## config.mk

```make
export PLATFORM = sky130hd
export DESIGN_NAME = imu_smoothing_brake_detector_core
export DESIGN_NICKNAME = d
export VERILOG_FILES = /design/src/imusbd_pkg.sv /design/src/imu_smoothing_brake_detector_core.sv
export SDC_FILE = /design/constraint.sdc
export NUM_CORES = 2
export LEC_CHECK = 0
export BUFFER_PORTS_ARGS = -buffer_cell sky130_fd_sc_hd__buf_2
export CAP_MARGIN = 20
export CORE_ASPECT_RATIO = 0.8
export CORE_UTILIZATION = 38
export CTS_CLUSTER_DIAMETER = 200
export DETAILED_ROUTE_END_ITERATION = 10
export GPL_TIMING_DRIVEN = 0
export SYNTH_ARGS = -nofsm -noshare
export SYNTH_HDL_FRONTEND = slang
export SYNTH_SLANG_ARGS = --single-unit
```

## constraint.sdc

```tcl
create_clock -name clk -period 10.2 [get_ports clk]
set_clock_uncertainty 0.05 [all_clocks]
set_input_delay 0.51 -clock clk [delete_from_list [all_inputs] [get_ports clk]]
set_output_delay 0.51 -clock clk [all_outputs]
set_load 0.005 [all_outputs]
```

## src/imusbd_pkg.sv

```systemverilog
// constants shared by the imu smoothing and brake detector block
// operation codes, configuration register indexes, register widths and reset values
// no dependencies
package imusbd_pkg;

    localparam int NUM_AXES = 9;

    // operation codes
    localparam logic [1:0] OP_SAMPLE = 2'd0;
    localparam logic [1:0] OP_TICK   = 2'd1;
    localparam logic [1:0] OP_REMOTE = 2'd2;

    // configuration register indexes
    localparam logic [1:0] CFG_BRAKE_THRESHOLD = 2'd0;
    localparam logic [1:0] CFG_JERK_THRESHOLD  = 2'd1;
    localparam logic [1:0] CFG_HOLD_TICKS      = 2'd2;
    localparam logic [1:0] CFG_SMOOTH_SHIFT    = 2'd3;

    localparam int CFG_INDEX_W = 2;
    localparam int CFG_DATA_W  = 16;
    localparam int BRAKE_W     = 15;
    localparam int JERK_W      = 16;
    localparam int HOLD_W      = 8;
    localparam int SHIFT_W     = 3;

    localparam logic [BRAKE_W-1:0] BRAKE_RESET = 15'd1638;
    localparam logic [JERK_W-1:0]  JERK_RESET  = 16'd4915;
    localparam logic [HOLD_W-1:0]  HOLD_RESET  = 8'd25;
    localparam logic [SHIFT_W-1:0] SHIFT_RESET = 3'd1;

    localparam logic [SHIFT_W-1:0] SHIFT_MIN = 3'd1;
    localparam logic [SHIFT_W-1:0] SHIFT_MAX = 3'd4;

endpackage

```

## src/imu_smoothing_brake_detector_core.sv

```systemverilog
// imu smoothing filter with brake warning detector, top level
// nine first-order smoothing filters, brake and jerk compares and a warning hold counter
// depends on imusbd_pkg
//
//  channel   direction  handshake                  payload
//  in        sink       in_valid / in_ready        operation, nine raw axes
//  out       source     out_valid / out_ready      nine filtered axes, warning_active, triggered_now
//  cfg       sink       cfg_write_en               cfg_index, cfg_data
//
// one item a cycle while out_ready is high: the filter, compare and counter logic sits between the state
// registers and the result register, so each result appears in the cycle after its transfer
// in_ready is low only while a result is held and out_ready is low
// reset clears the filters, previous values and hold counter, sets the seeding flag, and loads
// the configuration reset values; no clearing pass
module imu_smoothing_brake_detector_core #(
    parameter int SAMPLE_WIDTH = 16
) (
    input  logic                                clk,
    input  logic                                rst_n,

    input  logic                                in_valid,
    output logic                                in_ready,
    input  logic [1:0]                          operation,
    input  logic signed [SAMPLE_WIDTH-1:0]      accel_x_in,
    input  logic signed [SAMPLE_WIDTH-1:0]      accel_y_in,
    input  logic signed [SAMPLE_WIDTH-1:0]      accel_z_in,
    input  logic signed [SAMPLE_WIDTH-1:0]      gyro_x_in,
    input  logic signed [SAMPLE_WIDTH-1:0]      gyro_y_in,
    input  logic signed [SAMPLE_WIDTH-1:0]      gyro_z_in,
    input  logic signed [SAMPLE_WIDTH-1:0]      mag_x_in,
    input  logic signed [SAMPLE_WIDTH-1:0]      mag_y_in,
    input  logic signed [SAMPLE_WIDTH-1:0]      mag_z_in,

    output logic                                out_valid,
    input  logic                                out_ready,
    output logic signed [SAMPLE_WIDTH-1:0]      accel_x_out,
    output logic signed [SAMPLE_WIDTH-1:0]      accel_y_out,
    output logic signed [SAMPLE_WIDTH-1:0]      accel_z_out,
    output logic signed [SAMPLE_WIDTH-1:0]      gyro_x_out,
    output logic signed [SAMPLE_WIDTH-1:0]      gyro_y_out,
    output logic signed [SAMPLE_WIDTH-1:0]      gyro_z_out,
    output logic signed [SAMPLE_WIDTH-1:0]      mag_x_out,
    output logic signed [SAMPLE_WIDTH-1:0]      mag_y_out,
    output logic signed [SAMPLE_WIDTH-1:0]      mag_z_out,
    output logic                                warning_active,
    output logic                                triggered_now,

    input  logic                                cfg_write_en,
    input  logic [imusbd_pkg::CFG_INDEX_W-1:0]  cfg_index,
    input  logic [imusbd_pkg::CFG_DATA_W-1:0]   cfg_data
);

    localparam int W     = SAMPLE_WIDTH;
    // compare width, always at least two bits above sample and threshold widths
    localparam int CMP_W = ((W > imusbd_pkg::JERK_W) ? W : imusbd_pkg::JERK_W) + 2;
    localparam logic [W-1:0] MAX_POS = {1'b0, {(W-1){1'b1}}};

    // configuration registers
    logic [imusbd_pkg::BRAKE_W-1:0] brake_thr_reg;
    logic [imusbd_pkg::JERK_W-1:0]  jerk_thr_reg;
    logic [imusbd_pkg::HOLD_W-1:0]  hold_ticks_reg;
    logic [imusbd_pkg::SHIFT_W-1:0] shift_reg;

    // block state
    logic signed [W-1:0]            filt_reg [imusbd_pkg::NUM_AXES];
    logic signed [W-1:0]            filt_next [imusbd_pkg::NUM_AXES];
    logic signed [W-1:0]            prev_x_reg;
    logic signed [W-1:0]            prev_y_reg;
    logic signed [W-1:0]            prev_x_next;
    logic signed [W-1:0]            prev_y_next;
    logic                           seed_reg;
    logic                           seed_next;
    logic [imusbd_pkg::HOLD_W-1:0]  hold_reg;
    logic [imusbd_pkg::HOLD_W-1:0]  hold_next;

    // result register
    logic                           out_valid_reg;
    logic signed [W-1:0]            res_axes_reg [imusbd_pkg::NUM_AXES];
    logic                           res_warn_reg;
    logic                           res_trig_reg;

    logic signed [W-1:0]            raw [imusbd_pkg::NUM_AXES];
    logic signed [W-1:0]            upd [imusbd_pkg::NUM_AXES];
    logic [imusbd_pkg::SHIFT_W-1:0] shift_eff;
    logic                           is_sample;
    logic                           accept;
    logic                           trig;
    logic [W-1:0]                   abs_x;
    logic [W-1:0]                   abs_y;
    logic [W:0]                     jerk_x;
    logic [W:0]                     jerk_y;

    assign accept    = in_valid && in_ready;
    assign in_ready  = !out_valid_reg || out_ready;
    assign is_sample = (operation == imusbd_pkg::OP_SAMPLE);

    assign raw[0] = accel_x_in;
    assign raw[1] = accel_y_in;
    assign raw[2] = accel_z_in;
    assign raw[3] = gyro_x_in;
    assign raw[4] = gyro_y_in;
    assign raw[5] = gyro_z_in;
    assign raw[6] = mag_x_in;
    assign raw[7] = mag_y_in;
    assign raw[8] = mag_z_in;

    always_comb
    begin
        if (shift_reg < imusbd_pkg::SHIFT_MIN)
        begin
            shift_eff = imusbd_pkg::SHIFT_MIN;
        end
        else if (shift_reg > imusbd_pkg::SHIFT_MAX)
        begin
            shift_eff = imusbd_pkg::SHIFT_MAX;
        end
        else
        begin
            shift_eff = shift_reg;
        end
    end

    // one subtract, arithmetic shift and add per axis
    for (genvar i = 0; i < imusbd_pkg::NUM_AXES; i++)
    begin : g_axis
        logic signed [W:0] diff;
        logic signed [W:0] step;

        assign diff   = {raw[i][W-1], raw[i]} - {filt_reg[i][W-1], filt_reg[i]};
        assign step   = diff >>> shift_eff;
        assign upd[i] = filt_reg[i] + step[W-1:0];

        always_comb
        begin
            if (!is_sample)
            begin
                filt_next[i] = filt_reg[i];
            end
            else if (seed_reg)
            begin
                filt_next[i] = raw[i];
            end
            else
            begin
                filt_next[i] = upd[i];
            end
        end
    end

    always_comb
    begin
        if (is_sample && !seed_reg)
        begin
            prev_x_next = filt_reg[0];
            prev_y_next = filt_reg[1];
        end
        else
        begin
            prev_x_next = prev_x_reg;
            prev_y_next = prev_y_reg;
        end
        seed_next = seed_reg && !is_sample;
    end

    // saturating magnitude of the filtered x and y acceleration, and jerk magnitude against the previous values
    always_comb
    begin
        logic signed [W:0] ext_x;
        logic signed [W:0] ext_y;
        logic [W:0]        mag_xv;
        logic [W:0]        mag_yv;
        logic signed [W:0] dx;
        logic signed [W:0] dy;

        ext_x  = {filt_next[0][W-1], filt_next[0]};
        ext_y  = {filt_next[1][W-1], filt_next[1]};
        mag_xv = ext_x[W] ? -ext_x : ext_x;
        mag_yv = ext_y[W] ? -ext_y : ext_y;
        abs_x  = (mag_xv > {1'b0, MAX_POS}) ? MAX_POS : mag_xv[W-1:0];
        abs_y  = (mag_yv > {1'b0, MAX_POS}) ? MAX_POS : mag_yv[W-1:0];

        dx     = ext_x - {prev_x_next[W-1], prev_x_next};
        dy     = ext_y - {prev_y_next[W-1], prev_y_next};
        jerk_x = dx[W] ? -dx : dx;
        jerk_y = dy[W] ? -dy : dy;
    end

    always_comb
    begin
        logic [CMP_W-1:0] brake_c;
        logic [CMP_W-1:0] jerk_c;

        brake_c = {{(CMP_W-imusbd_pkg::BRAKE_W){1'b0}}, brake_thr_reg};
        jerk_c  = {{(CMP_W-imusbd_pkg::JERK_W){1'b0}}, jerk_thr_reg};
        trig    = is_sample && (
                  ({{(CMP_W-W){1'b0}}, abs_x} > brake_c) ||
                  ({{(CMP_W-W){1'b0}}, abs_y} > brake_c) ||
                  ({{(CMP_W-W-1){1'b0}}, jerk_x} > jerk_c) ||
                  ({{(CMP_W-W-1){1'b0}}, jerk_y} > jerk_c));
    end

    always_comb
    begin
        case (operation)
            imusbd_pkg::OP_SAMPLE:
            begin
                hold_next = trig ? hold_ticks_reg : hold_reg;
            end
            imusbd_pkg::OP_TICK:
            begin
                hold_next = (hold_reg != '0) ? hold_reg - 1'b1 : hold_reg;
            end
            imusbd_pkg::OP_REMOTE:
            begin
                hold_next = hold_ticks_reg;
            end
            default:
            begin
                hold_next = hold_reg;
            end
        endcase
    end

    always_ff @(posedge clk or negedge rst_n)
    begin
        if (!rst_n)
        begin
            brake_thr_reg  <= imusbd_pkg::BRAKE_RESET;
            jerk_thr_reg   <= imusbd_pkg::JERK_RESET;
            hold_ticks_reg <= imusbd_pkg::HOLD_RESET;
            shift_reg      <= imusbd_pkg::SHIFT_RESET;
        end
        else if (cfg_write_en)
        begin
            case (cfg_index)
                imusbd_pkg::CFG_BRAKE_THRESHOLD:
                begin
                    brake_thr_reg <= cfg_data[imusbd_pkg::BRAKE_W-1:0];
                end
                imusbd_pkg::CFG_JERK_THRESHOLD:
                begin
                    jerk_thr_reg <= cfg_data[imusbd_pkg::JERK_W-1:0];
                end
                imusbd_pkg::CFG_HOLD_TICKS:
                begin
                    hold_ticks_reg <= cfg_data[imusbd_pkg::HOLD_W-1:0];
                end
                imusbd_pkg::CFG_SMOOTH_SHIFT:
                begin
                    shift_reg <= cfg_data[imusbd_pkg::SHIFT_W-1:0];
                end
                default:
                begin
                end
            endcase
        end
    end

    always_ff @(posedge clk or negedge rst_n)
    begin
        if (!rst_n)
        begin
            for (int i = 0; i < imusbd_pkg::NUM_AXES; i++)
            begin
                filt_reg[i] <= '0;
            end
            prev_x_reg    <= '0;
            prev_y_reg    <= '0;
            seed_reg      <= 1'b1;
            hold_reg      <= '0;
            out_valid_reg <= 1'b0;
        end
        else
        begin
            if (accept)
            begin
                for (int i = 0; i < imusbd_pkg::NUM_AXES; i++)
                begin
                    filt_reg[i] <= filt_next[i];
                end
                prev_x_reg <= prev_x_next;
                prev_y_reg <= prev_y_next;
                seed_reg   <= seed_next;
                hold_reg   <= hold_next;
            end
            if (accept)
            begin
                out_valid_reg <= 1'b1;
            end
            else if (out_ready)
            begin
                out_valid_reg <= 1'b0;
            end
        end
    end

    // result payload, loaded on each input transfer
    always_ff @(posedge clk)
    begin
        if (accept)
        begin
            for (int i = 0; i < imusbd_pkg::NUM_AXES; i++)
            begin
                res_axes_reg[i] <= filt_next[i];
            end
            res_warn_reg <= (hold_next != '0);
            res_trig_reg <= trig;
        end
    end

    assign out_valid      = out_valid_reg;
    assign accel_x_out    = res_axes_reg[0];
    assign accel_y_out    = res_axes_reg[1];
    assign accel_z_out    = res_axes_reg[2];
    assign gyro_x_out     = res_axes_reg[3];
    assign gyro_y_out     = res_axes_reg[4];
    assign gyro_z_out     = res_axes_reg[5];
    assign mag_x_out      = res_axes_reg[6];
    assign mag_y_out      = res_axes_reg[7];
    assign mag_z_out      = res_axes_reg[8];
    assign warning_active = res_warn_reg;
    assign triggered_now  = res_trig_reg;

endmodule
```

# [Yosys cells after proc, flatten, opt, wreduce, memory -nomap -nowiden]
# Memories as Yosys holds them, arrays and structs flattened.
# Cells that the tools add are included.
[totals] word_cells=123 memories=1 out_inout_bits=148 in_bits=169 register_bits=230 ram_bits=144
[op_classes] add_sub_neg=25 n_shift=9 eq_ne=5 magnitude_cmp=8 muxes=35 n_reduce_logical=20
[memory_table] name="res_axes_reg" depth=9 word_bits=16 read_ports=9 rd_clocked_by_memory_dff=0 write_ports=9 line_no="imu_smoothing_brake_detector_core.sv:78" text="logic signed [W-1:0] res_axes_reg [imusbd_pkg::NUM_AXES];"
[op_table] op="2-to-1 mux 16 bit" n=22
[op_table] op="subtractor 16 x 16 -> 17 bit" n=11
[op_table] op=">>> shifter 17 x 3 -> 16 bit" n=9
[op_table] op="adder 16 bit" n=9
[op_table] op="2-to-1 mux 17 bit" n=4
[op_table] op="> comparator 17 x 15 -> 1 bit (second input constant)" n=2
[op_table] op="> comparator 17 x 16 -> 1 bit" n=2
[op_table] op="negator 16 -> 17 bit" n=2
[op_table] op="negator 17 bit" n=2
[op_table] op="> comparator 16 x 15 -> 1 bit" n=2
[op_table] op="case mux 8 bit (3 select lines)" n=1
[op_table] op="2-to-1 mux 8 bit" n=2
[op_table] op="nonzero test 8 bit" n=2
[op_table] op="AND reduction 2 bit" n=4
[op_table] op="subtractor 8 x 1 -> 8 bit (second input constant)" n=1
[op_table] op="equality test 2 bit (second input constant)" n=3
[op_table] op="2-to-1 mux 3 bit" n=2
[op_table] op="equality test 2 x 1 -> 1 bit (second input constant)" n=2
[op_table] op="logical AND 1 bit" n=4
[op_table] op="logical NOT 2 bit" n=2
[op_table] op="logical OR 1 bit" n=4
[op_table] op="2-to-1 mux 1 bit" n=4
[op_table] op="> comparator 3 bit (second input constant)" n=1
[op_table] op="logical NOT 1 bit" n=3
[op_table] op="2 further kinds" n=2

# [Depth between registers and ports, before layout]
[logic_depth] ltp_word=19 mapped_depth=46 depth_no_buf=45

# [Worst setup path before layout]
# OpenSTA, ideal clock, no wires.
[synth_timing] path_type="input-to-reg" from="in accel_y_in[0]" to="reg res_warn_reg, in the netlist warning_active, data pin" setup_time_ns=0.272 path_buffers=2 stages=43 t_arrival_ns=9.171 slack_ns=0.707 required_time_ns=9.878 cell_sequence="inv_1 -> ha_1 -> inv_1 -> fa_1 -> a21o_1 -> a21o_1 -> a21oi_1 -> o21ai_0 -> a211oi_1 -> nor2_1 -> a21o_1 -> a211o_1 -> nand3_1 -> mux2i_1 -> a31o_2 -> ha_1 -> or3_4 -> a211oi_1 -> [7 not listed] -> ha_1 -> o21ai_0 -> a31o_2 -> buf_1 -> nor2_1 -> xor2_1 -> ha_1 -> a21oi_1 -> nor2b_1 -> a2111oi_0 -> o211ai_1 -> a31oi_1 -> o21a_1 -> and3_1 -> nand3_2 -> a311oi_2 -> o2111ai_1 -> or4_1"
[synth_rtl] element="from (decl)" line_no="imu_smoothing_brake_detector_core.sv:25" text="input logic signed [SAMPLE_WIDTH-1:0] accel_y_in,"
[synth_rtl] element="to (signal assigned)" line_no="imu_smoothing_brake_detector_core.sv:306" text="res_warn_reg <= (hold_next != '0);"
[synth_rtl] element="to (decl)" line_no="imu_smoothing_brake_detector_core.sv:79" text="logic res_warn_reg;"

==> results.json <==
{
  "synth_seq_area_share_pct": 27.3,
  "cp_slowest_cell": "sky130_fd_sc_hd__or4b_4",
  "cp_slowest_stage_delay_ns": 0.58,
  "netlist.area_leader.share_pct": 14.2,
  "min_path_cells": 2,
  "areaGrowthSynthToFinish_pct": 16.0,
  "post_synth_num_cell_types": 95,
  "chipHeight_um": 281,
  "synth_area_per_cell_um2": 7.85,
  "htree_num_levels": 2,
  "worst_pin_slew_ns": 1.27,
  "cp_class": "reg2reg",
  "yosys_register_bits": 374,
  "rows": 101,
  "timing.slew.headroom_pct": 15.6,
  "post_drt_antenna_nets": 0,
  "yosysWarnings": 0,
  "drtIter0Drc": 4146,
  "num-fill-cells": 9681,
  "vias": 38200,
  "synth_fp_nets": 5287,
  "async_flop_share_pct": 61.0,
  "groute.layer.met1.usage_pct": 42.2,
  "globalRoute.totalOverflow": 0,
  "fin_crit_sh_pct": 96.7,
  "ff_to_ff_setup_slack_ns": 0.33,
  "place.gp.congestion": 0.998,
  "initial_utilization_pct": 38.7,
  "worst_setup_hold_path_clk_slew_ns": 0.06,
  "arrival_ns": 10.17,
  "antenna_found_initial": 27,
  "numnets_final": 5693,
  "achievable-frequency_ghz": 0.101,
  "post_synth_xor_area_fraction_pct": 5.87,
  "status": "completed",
  "hold_path.class": "in2reg",
  "post_synth_fa_ha_maj_area_fraction_pct": 14.0,
  "synthFlopType": "sky130_fd_sc_hd__dfrtp_1",
  "cts_buffers": 46,
  "netlist_area_um2": 37000,
  "synth_top_cells_by_area": "sky130_fd_sc_hd__dfrtp_1, sky130_fd_sc_hd__ha_1, sky130_fd_sc_hd__edfxtp_1",
  "drive_above_1_share_pct": 12.7,
  "detail_route.first_pass.iterations": 7,
  "first_global_vias": 34900,
  "cts_root_buffer": "sky130_fd_sc_hd__clkbuf_16",
  "grt_max_degree": 112,
  "route.detailed.vias_per_inst": 5.92,
  "crit_required_ns": 10.50,
  "remaining_drc_errors": 0,
  "grt_pass1_wl_mm": 220,
  "die_w_um": 351,
  "io_pins": 317,
  "gr-usage-met3_pct": 9.25,
  "gr-usage-all-layers_pct": 29.7,
  "coreArea_um2": 95700,
  "total_setup_violations_reported_at_the_end_of_the_flow": 0,
  "endpoint_kind": "register",
  "synth_compound_area_share_pct": 25.2,
  "mostFrequentLayoutCell": "sky130_fd_sc_hd__nand2_1",
  "drt-total-wl_mm": 151,
  "hpwl_mm": 117,
  "timing.final.hold_violations": 0,
  "finalWorstSetupSlack_ns": 0.333,
  "placement.setup.worst_slack_ns": -2.01,
  "global_routing_met2_resource_utilization_pct": 42.5,
  "max_cap_violations": 0,
  "syn_inst": 4717,
  "critical_path.max_fanout": 7,
  "min_period_ns": 9.87,
  "synth_top_family_by_area": "compound AO/OA/AOI/OAI gates",
  "synth.area.mux_share_pct": 4.12,
  "clkLatencyLatePin_ns": 0.65,
  "synth-edff-count": 146,
  "largest_buffer_count_on_any_clock_path": 3,
  "cts_tree": "built",
  "final_cell_mix": "sky130_fd_sc_hd__nand2_1, sky130_fd_sc_hd__o21ai_0, sky130_fd_sc_hd__ha_1, sky130_fd_sc_hd__inv_1, sky130_fd_sc_hd__buf_2",
  "multi_input_area_um2": 25300,
  "post_synth_and_or_nand_nor_area_fraction_pct": 18.1,
  "top_usage_layer": "met2",
  "report.final.slew_viol_count": 0,
  "port_buffers": 315,
  "synthDominantAreaCellType": "sky130_fd_sc_hd__dfrtp_1",
  "reg2reg_depth": 42,
  "avgRoutedWirePerCell_um": 23.3,
  "cts_num_sinks": 374,
  "startpoint_type": "register",
  "area.sequential_um2": 10100,
  "floorplan.die_area_um2": 98700
}
-- routing by layer --
layer  vias up  share of wire [%]
met3       338                 12
met1     18200                 44
met2      1900                 40
met5         -               0.23
met4        34                3.2
li1      17800                  -
-- final cells by class --
cell class / instances / area share [%]
Antenna cell: 8 / 0.0466
Buffer: 201 / 1.87
Clock buffer: 53 / 2.94
Clock inverter: 32 / 0.860
Inverter: 330 / 2.92
Multi-Input combinational cell: 3806 / 59.0
Sequential cell: 374 / 23.6
Tap cell: 1287 / 3.75
Timing Repair Buffer: 364 / 5.02
-- timing repair --
item	4_1_cts	5_1_grt
hold buffers	1	0
hold endpoints to repair	27	0
gates resized for setup	46	125
pin swaps	6	28
cloned	0	0
endpoints found under the setup margin	10	9
setup buffers	5	23
-- metrics by stage --
step	hold slack, ns	util (%)	area (um2)	setup TNS [ns]	std cells
after floorplan	0.164	-	37000	0	4717
after global routing	0.0382	44.9	42900	-0.0817	6448
after detailed placement	0.393	42.4	40500	-13.20	6335
final	0.0318	44.9	42900	0	6455
after global placement	0.411	42.0	40200	-13.08	6319
after CTS	0.0123	44.3	42400	0	6424
-- cells by family (layout without fill, tap and decap cells) --
| group | Yosys count | after routing |
|---|---|---|
| XOR/XNOR | 248 | 248 |
| other | 0 | 8 |
| multiplexers | 147 | 147 |
| flip-flops | 374 | 374 |
| AND/OR/NAND/NOR | 1489 | 1489 |
| buffers and inverters | 537 | 980 |
| adder cells (fa/ha/maj) | 401 | 401 |
| AO/OA/AOI/OAI | 1521 | 1521 |
-- cell usage after synthesis (59+ instances only) --
| library cell | instances |
|---|---|
| sky130_fd_sc_hd__nand2_1 | 683 |
| sky130_fd_sc_hd__o21ai_0 | 646 |
| sky130_fd_sc_hd__ha_1 | 381 |
| sky130_fd_sc_hd__inv_1 | 325 |
| sky130_fd_sc_hd__nor2_1 | 318 |
| sky130_fd_sc_hd__a21oi_1 | 291 |
| sky130_fd_sc_hd__dfrtp_1 | 210 |
| sky130_fd_sc_hd__clkbuf_1 | 182 |
| sky130_fd_sc_hd__xnor2_1 | 168 |
| sky130_fd_sc_hd__edfxtp_1 | 146 |
| sky130_fd_sc_hd__nor3_1 | 108 |
| sky130_fd_sc_hd__mux2i_1 | 104 |
| sky130_fd_sc_hd__nand3_1 | 91 |
| sky130_fd_sc_hd__xor2_1 | 80 |
| sky130_fd_sc_hd__a21o_1 | 72 |
| sky130_fd_sc_hd__and3_1 | 59 |
-- worst paths after layout --
check                                                from                        end
worst min-delay path                             in_valid      out_valid$_DFFE_PN0P_
max in group asynchronous                           rst_n   filt_reg[48]$_DFFE_PN0P_
worst min register to register  prev_x_reg[8]$_DFFE_PN0P_  prev_x_reg[8]$_DFFE_PN0P_
min in group asynchronous                           rst_n    hold_reg[1]$_DFFE_PN0P_
worst max register to register  filt_reg[112]$_DFFE_PN0P_   warning_active$_DFFE_PP_
worst max-delay path            filt_reg[112]$_DFFE_PN0P_   warning_active$_DFFE_PP_
-- worst max-delay path, delay by kind of cell (launching register included) --
kind	cells	cell delay, ns
mux	2	0.25
compound gates	15	3.15
flops	1	0.41
simple gates	14	3.21
fa+ha+maj	5	1.41
xor+xnor	4	0.93
buf+inv	2	0.17
Power is left out: the tool's default activity adds up to more than one toggle a clock period on the data nets, which glitch-free logic cannot reach.
